$ cat src/design/tsp_pkg.sv
`timescale 1ns / 1ps
package tsp_pkg;

  localparam int WORD_BYTES  = 8;
  localparam int WORD_W      = 8 * WORD_BYTES;
  localparam int FRAME_WORDS = 7;
  localparam int IDX_W       = 3;
  localparam int VB_W        = 4;
  localparam int CFG_IDX_W   = 3;
  localparam int CFG_DATA_W  = 48;
  localparam int SUM_W       = 19;

  localparam logic [IDX_W-1:0] LAST_IDX  = IDX_W'(FRAME_WORDS - 1);
  localparam logic [VB_W-1:0]  FULL_VB   = VB_W'(WORD_BYTES);
  localparam logic [VB_W-1:0]  TAIL_VB   = VB_W'(54 - (FRAME_WORDS - 1) * WORD_BYTES);

  localparam logic [CFG_IDX_W-1:0] REG_GW_MAC      = 3'd0;
  localparam logic [CFG_IDX_W-1:0] REG_SOURCE_MAC  = 3'd1;
  localparam logic [CFG_IDX_W-1:0] REG_OWN_IP      = 3'd2;
  localparam logic [CFG_IDX_W-1:0] REG_SOURCE_PORT = 3'd3;
  localparam logic [CFG_IDX_W-1:0] REG_IP_IDENT    = 3'd4;
  localparam logic [CFG_IDX_W-1:0] REG_TTL         = 3'd5;
  localparam logic [CFG_IDX_W-1:0] REG_WINDOW      = 3'd6;

  localparam logic [15:0] ETHERTYPE_IPV4 = 16'h0800;
  localparam logic [7:0]  IP_VER_IHL     = 8'h45;
  localparam logic [15:0] IP_TOTAL_LEN   = 16'd40;
  localparam logic [7:0]  PROTO_TCP      = 8'd6;
  localparam logic [15:0] TCP_LEN        = 16'd20;
  localparam logic [7:0]  TCP_DOFF       = 8'h50;
  localparam logic [7:0]  TCP_FLAG_SYN   = 8'h02;

  typedef struct packed {
    logic [47:0] gw_mac;
    logic [47:0] source_mac;
    logic [31:0] own_ip;
    logic [15:0] source_port;
    logic [15:0] ip_ident;
    logic [7:0]  time_to_live;
    logic [15:0] window_size;
  } tsp_cfg_t;

  typedef struct packed {
    logic [31:0] dest_ip;
    logic [15:0] dest_port;
    logic [15:0] ip_csum;
    logic [15:0] tcp_csum;
  } tsp_hdr_t;

  function automatic logic [15:0] fold_not(input logic [SUM_W-1:0] s);
    logic [16:0] a;
    logic [15:0] b;
    a = {1'b0, s[15:0]} + 17'(s[SUM_W-1:16]);
    b = a[15:0] + 16'(a[16]);
    return ~b;
  endfunction

endpackage

$ cat src/design/tsp_if.sv
`timescale 1ns / 1ps
interface tsp_probe_if;
  logic        valid;
  logic        ready;
  logic [31:0] dest_ip;
  logic [15:0] dest_port;
  modport source (output valid, dest_ip, dest_port, input ready);
  modport sink (input valid, dest_ip, dest_port, output ready);
endinterface

interface tsp_frame_if;
  logic        valid;
  logic        ready;
  logic [63:0] frame_word;
  logic [2:0]  word_index;
  logic [3:0]  valid_bytes;
  logic        last_word;
  modport source (output valid, frame_word, word_index, valid_bytes, last_word, input ready);
  modport sink (input valid, frame_word, word_index, valid_bytes, last_word, output ready);
endinterface

interface tsp_cfg_if;
  logic        valid;
  logic        ready;
  logic [2:0]  index;
  logic [47:0] data;
  modport source (output valid, index, data, input ready);
  modport sink (input valid, index, data, output ready);
endinterface

$ cat src/design/tsp_cfg_regs.sv
`timescale 1ns / 1ps
module tsp_cfg_regs (
  input  logic              clk,
  input  logic              rst,
  tsp_cfg_if.sink           cfg,
  output tsp_pkg::tsp_cfg_t regs
);
  import tsp_pkg::*;

  assign cfg.ready = 1'b1;

  always_ff @(posedge clk) begin
    if (rst) begin
      regs.gw_mac       <= 48'hFFFF_FFFF_FFFF;
      regs.source_mac   <= '0;
      regs.own_ip       <= '0;
      regs.source_port  <= 16'd12345;
      regs.ip_ident     <= 16'd12345;
      regs.time_to_live <= 8'd64;
      regs.window_size  <= 16'd5840;
    end else if (cfg.valid) begin
      unique case (cfg.index)
        REG_GW_MAC:      regs.gw_mac       <= cfg.data;
        REG_SOURCE_MAC:  regs.source_mac   <= cfg.data;
        REG_OWN_IP:      regs.own_ip       <= cfg.data[31:0];
        REG_SOURCE_PORT: regs.source_port  <= cfg.data[15:0];
        REG_IP_IDENT:    regs.ip_ident     <= cfg.data[15:0];
        REG_TTL:         regs.time_to_live <= cfg.data[7:0];
        REG_WINDOW:      regs.window_size  <= cfg.data[15:0];
        default: ;
      endcase
    end
  end
endmodule

$ cat src/design/tsp_csum_pipe.sv
`timescale 1ns / 1ps
module tsp_csum_pipe (
  input  logic              clk,
  input  logic              rst,
  input  tsp_pkg::tsp_cfg_t regs,
  tsp_probe_if.sink         probe,
  output logic              hdr_valid,
  input  logic              hdr_ready,
  output tsp_pkg::tsp_hdr_t hdr
);
  import tsp_pkg::*;

  // stage 1: partial sums
  logic        v1;
  logic [31:0] dip1;
  logic [15:0] dport1;
  logic [17:0] addr_sum1, ip_part1, tcp_part1;
  // stage 2: full sums
  logic        v2;
  logic [31:0] dip2;
  logic [15:0] dport2;
  logic [SUM_W-1:0] ip_sum2, tcp_sum2;

  logic adv1, adv2, adv3;

  assign adv3        = !hdr_valid || hdr_ready;
  assign adv2        = !v2 || adv3;
  assign adv1        = !v1 || adv2;
  assign probe.ready = adv1;

  always_ff @(posedge clk) begin
    if (rst) begin
      v1 <= 1'b0;
      v2 <= 1'b0;
      hdr_valid <= 1'b0;
    end else begin
      if (adv1) v1 <= probe.valid;
      if (adv2) v2 <= v1;
      if (adv3) hdr_valid <= v2;
    end
    if (adv1) begin
      dip1      <= probe.dest_ip;
      dport1    <= probe.dest_port;
      addr_sum1 <= 18'(regs.own_ip[31:16]) + 18'(regs.own_ip[15:0])
                 + 18'(probe.dest_ip[31:16]) + 18'(probe.dest_ip[15:0]);
      ip_part1  <= 18'({IP_VER_IHL, 8'h00}) + 18'(IP_TOTAL_LEN) + 18'(regs.ip_ident)
                 + 18'({regs.time_to_live, PROTO_TCP});
      tcp_part1 <= 18'({8'h00, PROTO_TCP}) + 18'(TCP_LEN) + 18'({TCP_DOFF, TCP_FLAG_SYN})
                 + 18'(regs.source_port) + 18'(probe.dest_port)
                 + 18'(regs.window_size);
    end
    if (adv2) begin
      dip2     <= dip1;
      dport2   <= dport1;
      ip_sum2  <= SUM_W'(addr_sum1) + SUM_W'(ip_part1);
      tcp_sum2 <= SUM_W'(addr_sum1) + SUM_W'(tcp_part1);
    end
    if (adv3) begin
      hdr.dest_ip   <= dip2;
      hdr.dest_port <= dport2;
      hdr.ip_csum   <= fold_not(ip_sum2);
      hdr.tcp_csum  <= fold_not(tcp_sum2);
    end
  end

`ifndef SYNTHESIS
  a_hold_stalled: assert property (@(posedge clk) disable iff (rst)
    hdr_valid && !hdr_ready |=> hdr_valid && $stable(hdr))
    else $error("stalled header changed");
  a_s2_hold: assert property (@(posedge clk) disable iff (rst)
    v2 && !adv3 |=> v2 && $stable(ip_sum2))
    else $error("stage 2 lost data under stall");
  a_in_blocked: assert property (@(posedge clk) disable iff (rst)
    v1 && v2 && hdr_valid && !hdr_ready |-> !probe.ready)
    else $error("request taken into full pipeline");
`endif
endmodule

$ cat src/design/tsp_serializer.sv
`timescale 1ns / 1ps
module tsp_serializer (
  input  logic              clk,
  input  logic              rst,
  input  tsp_pkg::tsp_cfg_t regs,
  input  logic              hdr_valid,
  output logic              hdr_ready,
  input  tsp_pkg::tsp_hdr_t hdr,
  tsp_frame_if.source       frame
);
  import tsp_pkg::*;

  logic             busy;
  logic [IDX_W-1:0] cnt;
  tsp_hdr_t         h;
  logic             take_last;
  logic [WORD_W-1:0] word;

  assign take_last = busy && frame.ready && (cnt == LAST_IDX);
  assign hdr_ready = !busy || take_last;

  always_ff @(posedge clk) begin
    if (rst) begin
      busy <= 1'b0;
      cnt  <= '0;
    end else if (hdr_valid && hdr_ready) begin
      busy <= 1'b1;
      cnt  <= '0;
    end else if (take_last) begin
      busy <= 1'b0;
      cnt  <= '0;
    end else if (busy && frame.ready) begin
      cnt <= cnt + IDX_W'(1);
    end
    if (hdr_valid && hdr_ready) h <= hdr;
  end

  always_comb begin
    case (cnt)
      3'd0: word = {regs.gw_mac, regs.source_mac[47:32]};
      3'd1: word = {regs.source_mac[31:0], ETHERTYPE_IPV4, IP_VER_IHL, 8'h00};
      3'd2: word = {IP_TOTAL_LEN, regs.ip_ident, 16'h0000, regs.time_to_live, PROTO_TCP};
      3'd3: word = {h.ip_csum, regs.own_ip, h.dest_ip[31:16]};
      3'd4: word = {h.dest_ip[15:0], regs.source_port, h.dest_port, 16'h0000};
      3'd5: word = {48'h0, TCP_DOFF, TCP_FLAG_SYN};
      3'd6: word = {regs.window_size, h.tcp_csum, 32'h0};
      default: word = '0;
    endcase
  end

  assign frame.valid       = busy;
  assign frame.frame_word  = word;
  assign frame.word_index  = cnt;
  assign frame.last_word   = (cnt == LAST_IDX);
  assign frame.valid_bytes = (cnt == LAST_IDX) ? TAIL_VB : FULL_VB;

`ifndef SYNTHESIS
  a_cnt_range: assert property (@(posedge clk) disable iff (rst)
    cnt <= LAST_IDX)
    else $error("word counter out of range");
  a_stall_hold: assert property (@(posedge clk) disable iff (rst)
    busy && !frame.ready |=> busy && $stable(cnt) && $stable(h))
    else $error("frame word moved while stalled");
  a_load_start: assert property (@(posedge clk) disable iff (rst)
    hdr_valid && hdr_ready |=> busy && cnt == '0)
    else $error("new frame did not start at word zero");
`endif
endmodule

$ cat src/design/tcp_syn_probe_frame_builder.sv
`timescale 1ns / 1ps
// channel  dir  payload                                         request
// probe    in   dest_ip[32] dest_port[16]                       one SYN probe
// frame    out  frame_word[64] word_index[3] valid_bytes[4]     one frame word
//               last_word[1]
// cfg      in   index[3] data[48]                               one register write
//
// Each request yields 7 frame words, one per cycle while frame is ready. The single
// word serializer takes the next request when idle or as it sends the last word.
// A request passes 3 checksum stages, then the serializer, before word 0 appears.
// Requests enter back to back; the checksum pipe holds up to 3 more behind a frame.
// rst is synchronous; registers return to their defaults, pipe and serializer empty.
// A stall on frame holds the current word and backs up the pipe; nothing is lost.
module tcp_syn_probe_frame_builder (
  input  logic      clk,
  input  logic      rst,
  tsp_probe_if.sink probe,
  tsp_frame_if.source frame,
  tsp_cfg_if.sink   cfg
);
  import tsp_pkg::*;

  tsp_cfg_t regs;
  tsp_hdr_t hdr;
  logic     hdr_valid, hdr_ready;

  tsp_cfg_regs u_cfg (
    .clk  (clk),
    .rst  (rst),
    .cfg  (cfg),
    .regs (regs)
  );

  tsp_csum_pipe u_csum (
    .clk       (clk),
    .rst       (rst),
    .regs      (regs),
    .probe     (probe),
    .hdr_valid (hdr_valid),
    .hdr_ready (hdr_ready),
    .hdr       (hdr)
  );

  tsp_serializer u_ser (
    .clk       (clk),
    .rst       (rst),
    .regs      (regs),
    .hdr_valid (hdr_valid),
    .hdr_ready (hdr_ready),
    .hdr       (hdr),
    .frame     (frame)
  );
endmodule

$ cat src/flat_wrapper.sv
// flat-port wrapper written by rule: the top's interface ports become plain ports
module tcp_syn_probe_frame_builder_flat import tsp_pkg::*;
  (clk, rst, probe_valid, probe_dest_ip, probe_dest_port, probe_ready, frame_valid, frame_frame_word, frame_word_index, frame_valid_bytes, frame_last_word, frame_ready, cfg_valid, cfg_index, cfg_data, cfg_ready);
  tsp_probe_if probe_i ();
  tsp_frame_if frame_i ();
  tsp_cfg_if cfg_i ();
  input  logic clk;
  input  logic rst;
  input wire logic [$bits(probe_i.valid)-1:0] probe_valid;
  input wire logic [$bits(probe_i.dest_ip)-1:0] probe_dest_ip;
  input wire logic [$bits(probe_i.dest_port)-1:0] probe_dest_port;
  output wire logic [$bits(probe_i.ready)-1:0] probe_ready;
  output wire logic [$bits(frame_i.valid)-1:0] frame_valid;
  output wire logic [$bits(frame_i.frame_word)-1:0] frame_frame_word;
  output wire logic [$bits(frame_i.word_index)-1:0] frame_word_index;
  output wire logic [$bits(frame_i.valid_bytes)-1:0] frame_valid_bytes;
  output wire logic [$bits(frame_i.last_word)-1:0] frame_last_word;
  input wire logic [$bits(frame_i.ready)-1:0] frame_ready;
  input wire logic [$bits(cfg_i.valid)-1:0] cfg_valid;
  input wire logic [$bits(cfg_i.index)-1:0] cfg_index;
  input wire logic [$bits(cfg_i.data)-1:0] cfg_data;
  output wire logic [$bits(cfg_i.ready)-1:0] cfg_ready;
  assign probe_i.valid = probe_valid;
  assign probe_i.dest_ip = probe_dest_ip;
  assign probe_i.dest_port = probe_dest_port;
  assign probe_ready = probe_i.ready;
  assign frame_valid = frame_i.valid;
  assign frame_frame_word = frame_i.frame_word;
  assign frame_word_index = frame_i.word_index;
  assign frame_valid_bytes = frame_i.valid_bytes;
  assign frame_last_word = frame_i.last_word;
  assign frame_i.ready = frame_ready;
  assign cfg_i.valid = cfg_valid;
  assign cfg_i.index = cfg_index;
  assign cfg_i.data = cfg_data;
  assign cfg_ready = cfg_i.ready;
  tcp_syn_probe_frame_builder u_core (.clk(clk), .rst(rst), .probe(probe_i), .frame(frame_i), .cfg(cfg_i));
endmodule
$ cat config.mk
export PLATFORM = sky130hd
export DESIGN_NAME = tcp_syn_probe_frame_builder_flat
export DESIGN_NICKNAME = d
export VERILOG_FILES = /design/src/design/tsp_pkg.sv /design/src/design/tsp_if.sv /design/src/design/tsp_cfg_regs.sv /design/src/design/tsp_csum_pipe.sv /design/src/design/tsp_serializer.sv /design/src/design/tcp_syn_probe_frame_builder.sv /design/src/flat_wrapper.sv
export SDC_FILE = /design/constraint.sdc
export NUM_CORES = 1
export LEC_CHECK = 0
export BUFFER_PORTS_ARGS = -buffer_cell sky130_fd_sc_hd__buf_4
export CAP_MARGIN = 20
export CORE_MARGIN = 5
export CORE_UTILIZATION = 55
export DETAILED_ROUTE_END_ITERATION = 12
export GPL_ROUTABILITY_DRIVEN = 0
export HOLD_SLACK_MARGIN = 0.08
export PLACE_DENSITY_LB_ADDON = 0.05
export SLEW_MARGIN = 30
export SYNTH_ARGS = -nofsm -noshare
export SYNTH_HDL_FRONTEND = slang
export SYNTH_SLANG_ARGS = --single-unit
$ cat constraint.sdc
create_clock -name clk -period 5.3 [get_ports clk]
set_input_delay 0.795 -clock clk [delete_from_list [all_inputs] [get_ports clk]]
set_output_delay 0.795 -clock clk [all_outputs]
set_load 0.01 [all_outputs]
Yosys cells after proc, flatten, opt, wreduce, memory -nomap -nowiden
Index checks and enable logic that the tools add are counted.

Logic and storage cells: 84. Bits in registers: 539. Output and inout bits: 75. Input bits: 104.

Bitwise logic cells: 2. Equal/unequal tests: 12. Reduce and logical (&&, ||, !) cells: 22. Multiplexer cells: 4. $add $sub $neg: 15.

Operator list (count): 64-bit one-hot mux with 7 select lines (1); 17-bit by 16-bit adder with 18-bit output (3); 18-bit by 18-bit adder with 19-bit output (2); 18-bit by 16-bit adder with 18-bit output (2); 15-bit by 16-bit adder with 17-bit output (first input constant) (2); 16-bit by 3-bit adder with 17-bit output (2); 16-bit by 1-bit adder with 16-bit output (2); 16-bit NOT (2); 3-bit == test (second input constant) (6); 16-bit by 16-bit adder with 17-bit output (1); 2-bit AND reduction (7); 3-bit by 2-bit == test with 1-bit output (second input constant) (4); 3-bit by 1-bit == test with 1-bit output (second input constant) (2); 3-bit logical NOT (2); 1-bit logical NOT (4); 1-bit logical OR (4); 4-bit two-way mux (1); 3-bit by 1-bit adder with 3-bit output (second input constant) (1); 1-bit logical AND (3); 3-bit OR reduction (1); 1-bit two-way mux (2); 2-bit nonzero test (1).

Longest topological paths before layout
Depth after elaboration: 6. Depth in mapped cells: 13. Depth with buffers taken out: 13.

By module
Synthesis repeated with hierarchy kept, for this count alone.

Cell total of the unflattened synthesis: 2231. Area, all modules: 26641.8 um^2.

Modules (own cells, without submodules): tsp_csum_pipe (area an instance 14825.5 um^2, seq. area each 8107.8 um^2, times used 1, cells an instance 1181); tsp_cfg_regs (area an instance 7352.1 um^2, seq. area each 3683.5 um^2, times used 1, cells an instance 710); tsp_serializer (area an instance 4464.3 um^2, seq. area each 2482.4 um^2, times used 1, cells an instance 340).

Least setup slack after synthesis
Ideal clock, no wire load.

Kind: flip-flop to flip-flop. Start point: register u_core.u_ser.cnt[0] (netlist: u_core.u_ser.frame.word_index[0]). End point: register u_core.u_csum.addr_sum1[0], enable pin. Period minus slack after synthesis: 5.722 ns. Buffers on the path: 0. Data arrival time: 4.272 ns. Setup slack: -0.422 ns. Setup time: 1.451 ns. Stages on the path, launching flop included: 7. Required time: 3.849 ns. Path through: dfxtp_1 -> inv_1 -> ha_1 -> nand2_1 -> inv_1 -> a21boi_1 -> nand4_1.

Cells in the longest elaborated chain, start to end: 6.

RTL lines: start: declaration (line tsp_serializer.sv:14) `logic [IDX_W-1:0] cnt;`; start signal: assignment (line tsp_serializer.sv:33) `cnt <= cnt + IDX_W'(1);`; 3-bit == test; named net frame_last_word (line flat_wrapper.sv:17) `output wire logic [$bits(frame_i.last_word)-1:0] frame_last_word;`; 1-bit logical AND (line tsp_serializer.sv:19) `assign take_last = busy && frame.ready && (cnt == LAST_IDX);`; 1-bit logical OR (line tsp_serializer.sv:20) `assign hdr_ready = !busy || take_last;`; 1-bit logical OR (line tsp_csum_pipe.sv:26) `assign adv3 = !hdr_valid || hdr_ready;`; 1-bit logical OR (line tsp_csum_pipe.sv:27) `assign adv2 = !v2 || adv3;`; 1-bit logical OR (line tsp_csum_pipe.sv:28) `assign adv1 = !v1 || adv2;`; named net probe_ready (line flat_wrapper.sv:12) `output wire logic [$bits(probe_i.ready)-1:0] probe_ready;`; end signal: assignment (line tsp_csum_pipe.sv:44) `addr_sum1 <= 18'(regs.own_ip[31:16]) + 18'(regs.own_ip[15:0])`; end: declaration (line tsp_csum_pipe.sv:17) `logic [17:0] addr_sum1, ip_part1, tcp_part1;`.

The timed path passes the listed nets, and every way through them passes these cells. A chain may end at the register's enable or synchronous reset.

Worst setup path in the final report
Start point: register u_core.u_cfg.regs[57] (netlist name). End point: register u_core.u_csum.addr_sum1[15], data pin.

Cells in the longest elaborated chain, start to end: 3.

RTL lines: 16-bit by 16-bit adder with 17-bit output (line tsp_csum_pipe.sv:44); 17-bit by 16-bit adder with 18-bit output (line tsp_csum_pipe.sv:45) `+ 18'(probe.dest_ip[31:16]) + 18'(probe.dest_ip[15:0]);`; 18-bit by 16-bit adder with 18-bit output (line tsp_csum_pipe.sv:45).

No other way between the ends.

==> flow_summary.json <==
{
  "ys_ff_latch": 539,
  "hold_viol": 0,
  "track_usage_pct": 29.7,
  "async_flop_share_pct": 0,
  "seqPwrFrac_pct": 44.9,
  "crit_path_end_kind": "flop",
  "finalCritPeriodShare_pct": 81.4,
  "portBuffers": 176,
  "start_util_pct": 55.7,
  "firstDrtPassIters": 7,
  "drv_cap": 0,
  "worstSkewPairLatency_ns": 0.62,
  "synthSimpleGateAreaFrac_pct": 12.5,
  "areaGrowthSynthToFinish_pct": 15.5,
  "nets": 2728,
  "rsz0062_at_grt": "false",
  "dr_total_vias": 18500,
  "setup_viol": 0,
  "antenna_found_initial": 1,
  "critPathMaxFanout": 4,
  "post_drt_wl_per_cell_um": 24.8,
  "synth_adder_area_share_pct": 10.1,
  "cp.required_ns": 5.66,
  "clk_pin_slew_ns": 0.07,
  "core_um2": 45500,
  "power.density_nw_per_um2": 431,
  "slowest_delay_ns": 0.58,
  "slew_viol_final": 0,
  "p_switching_mw": 3.70,
  "path_cells": "inv_1 > fa_1 > inv_1 > fa_1 > ha_1 > fa_1 > a21o_1 > a21oi_1 > o21ai_0 > a41oi_1 > nand2b_1 > a21oi_1 > xnor2_1",
  "ir_drop_mv": 0.324,
  "die_area_um2": 50500,
  "setup-tns-final_ns": 0,
  "fin_ws_ns": 0.983,
  "layout-drive-gt1-share_pct": 13.5,
  "routed_wl_mm": 77.0,
  "slowest_stage": "a21oi_1",
  "status": "finished clean",
  "avgSynthCellArea_um2": 11.0,
  "muxShareOfSynthArea_pct": 1.24,
  "synth_top_family_by_area": "simple AND/OR/NAND/NOR gates",
  "post_cts_buffers": 0,
  "synth.most_common_cell": "nand2_1",
  "ys_warn_count": 0,
  "die_h_um": 225,
  "grt_pass1_vias": 17500,
  "synth-xor-area-share_pct": 3.63,
  "skew_ns": 0.0322,
  "drt_iter0_markers": 2441,
  "internal-power_mw": 8.90,
  "post-route-min-period_ns": 4.32,
  "overflow": 0,
  "cts_tree": "done",
  "min_path_type": "in -> reg",
  "synth_area_leaders": "edfxtp_1 41%, dfxtp_1 15%, nand2_1 6.5%",
  "io_pins": 179,
  "post-route-drc-count": 0,
  "synthCells": 2298,
  "combPwrFrac_pct": 22.0,
  "path_class": "reg -> reg",
  "pwr-share-clk_pct": 33.1,
  "cts.sinks": 539,
  "sw_frac_of_total_pct": 29.3,
  "synth_area_um2": 25300,
  "die_w_um": 225,
  "crit_arrival_ns": 4.68,
  "hold_buffers": 0,
  "grt_pass1_wl_mm": 111,
  "place_worst_setup_slack_ns": 0.591,
  "leakagePower_nw": 12.0,
  "cts_made_buffers": 56,
  "netlist-cell-type-count": 68,
  "synth_compound_area_share_pct": 11.5,
  "drtAntennaViolNets": 0,
  "clock_path_buffers": 3,
  "synth_edf_count": 348,
  "cts-resized-gates": 0,
  "syn_nets": 2574,
  "worst_slew_pin_slew_ns": 0.955,
  "ys.flop_type": "edfxtp_1",
  "vias_per_cell": 5.96,
  "synth-seq-area-share_pct": 56.3,
  "fmax_ghz": 0.232,
  "maxSlewHeadroom_pct": 36.2,
  "rows": 78,
  "h-tree-depth": 2,
  "nFillCells": 3580,
  "cts_root_buf": "clkbuf_16",
  "synth.top_cell.area_share_pct": 41.2,
  "worstSetupStartpointType": "flop",
  "yosys.area.top_type": "edfxtp_1",
  "ys_top_cells_by_count": "438 x nand2_1, 348 x edfxtp_1, 210 x inv_1",
  "dpl.hpwl_mm": 55.9,
  "grt_max_degree": 104,
  "timing.hold.ws_ns": 0.363,
  "crit_top_cell": "fa_1"
}
cells in the final DEF (no fill, tap or decap), types with 60 or more instances in the layout:
| master | n |
|---|---|
| o21ai_0 | 60 |
| buf_4 | 194 |
| nand2_1 | 435 |
| a21oi_1 | 175 |
| edfxtp_1 | 348 |
| xnor2_1 | 67 |
| dfxtp_1 | 189 |
| nand3b_1 | 67 |
| ha_1 | 115 |
| inv_1 | 208 |
power by group through the flow:
stage	logic (mW)	registers, mW	clock network (mW)
after global placement	2.67	5.72	0
final	2.77	5.66	4.17
after CTS	2.75	5.65	4.22
after floorplan	1.98	5.47	0
after detailed placement	2.73	5.73	0
after global routing	3.05	5.69	4.41
area by class of cell:
class	instances	area, um2	share of cell area, %
Clock inverter	32	418	1.43
Inverter	210	788	2.69
Timing Repair Buffer	196	1500	5.11
Clock buffer	73	1540	5.26
Tap cell	600	751	2.57
Multi-Input combinational cell	1449	9980	34.1
Antenna cell	2	5.00	0.0171
Sequential cell	539	14300	48.8
flip-flops by register name, summed over array words and instances (netlist names), 3 cells and up:
name                           count
u_core.u_csum.dport2              16
u_core.u_csum.tcp_part1           18
u_core.u_csum.dip1                32
u_core.u_csum.tcp_sum2            19
u_core.u_csum.addr_sum1           18
u_core.u_csum.ip_part1            18
u_core.u_csum.ip_sum2             19
u_core.u_cfg.regs                184
u_core.u_csum.dport1              16
u_core.u_csum.dip2                32
u_core.u_csum.hdr                 80
u_core.u_ser.frame.word_index      3
u_core.u_ser.h                    80
final timing paths:
path	from	slack, ns	endpoint	cells after the start
min reg2reg	u_core.u_csum.dport2[15]	0.41	u_core.u_csum.hdr[47]	0
max	u_core.u_cfg.regs[57]	0.98	u_core.u_csum.addr_sum1[15]	13
min	probe_dest_ip[2]	0.36	u_core.u_csum.dip1[2]	1
max reg2reg	u_core.u_cfg.regs[57]	0.98	u_core.u_csum.addr_sum1[15]	13
critical path, delay by kind of cell (launching register included):
kind	cells	cell delay (ns)
DFF	1	0.35
adders and majority gates	4	1.60
and+or+nand+nor	1	0.09
buffers and inverters	2	0.12
xor gates and xnor gates	1	0.08
AOI/OAI and AO/OA	5	1.82
through the flow:
step / utilization [%] / instance area [um2] / std cells / power [mW]
after floorplan: - / 25400 / 2298 / 7.46
after global placement: 60.0 / 27300 / 2994 / 8.39
after detailed placement: 60.0 / 27300 / 2994 / 8.46
after CTS: 64.3 / 29300 / 3099 / 12.6
after global routing: 64.3 / 29300 / 3099 / 13.1
final: 64.3 / 29300 / 3101 / 12.6
kinds of logic after synthesis:
group,count (synthesis)
AOI/OAI and AO/OA,449
xor gates and xnor gates,105
adders and majority gates,172
buffers and inverters,310
DFF,539
muxes,28
other,2
and+or+nand+nor,693
metal layers:
| metal | track usage, % | part of all wire (%) | up-vias |
|---|---|---|---|
| li1 | - | - | 8358 |
| met5 | 0 | 0 | - |
| met3 | 5.30 | 9.9 | 150 |
| met1 | 41.8 | 40 | 9098 |
| met4 | 11.0 | 4.1 | 0 |
| met2 | 46.6 | 46 | 888 |
Note: power is estimated with default switching activity, not from simulation.
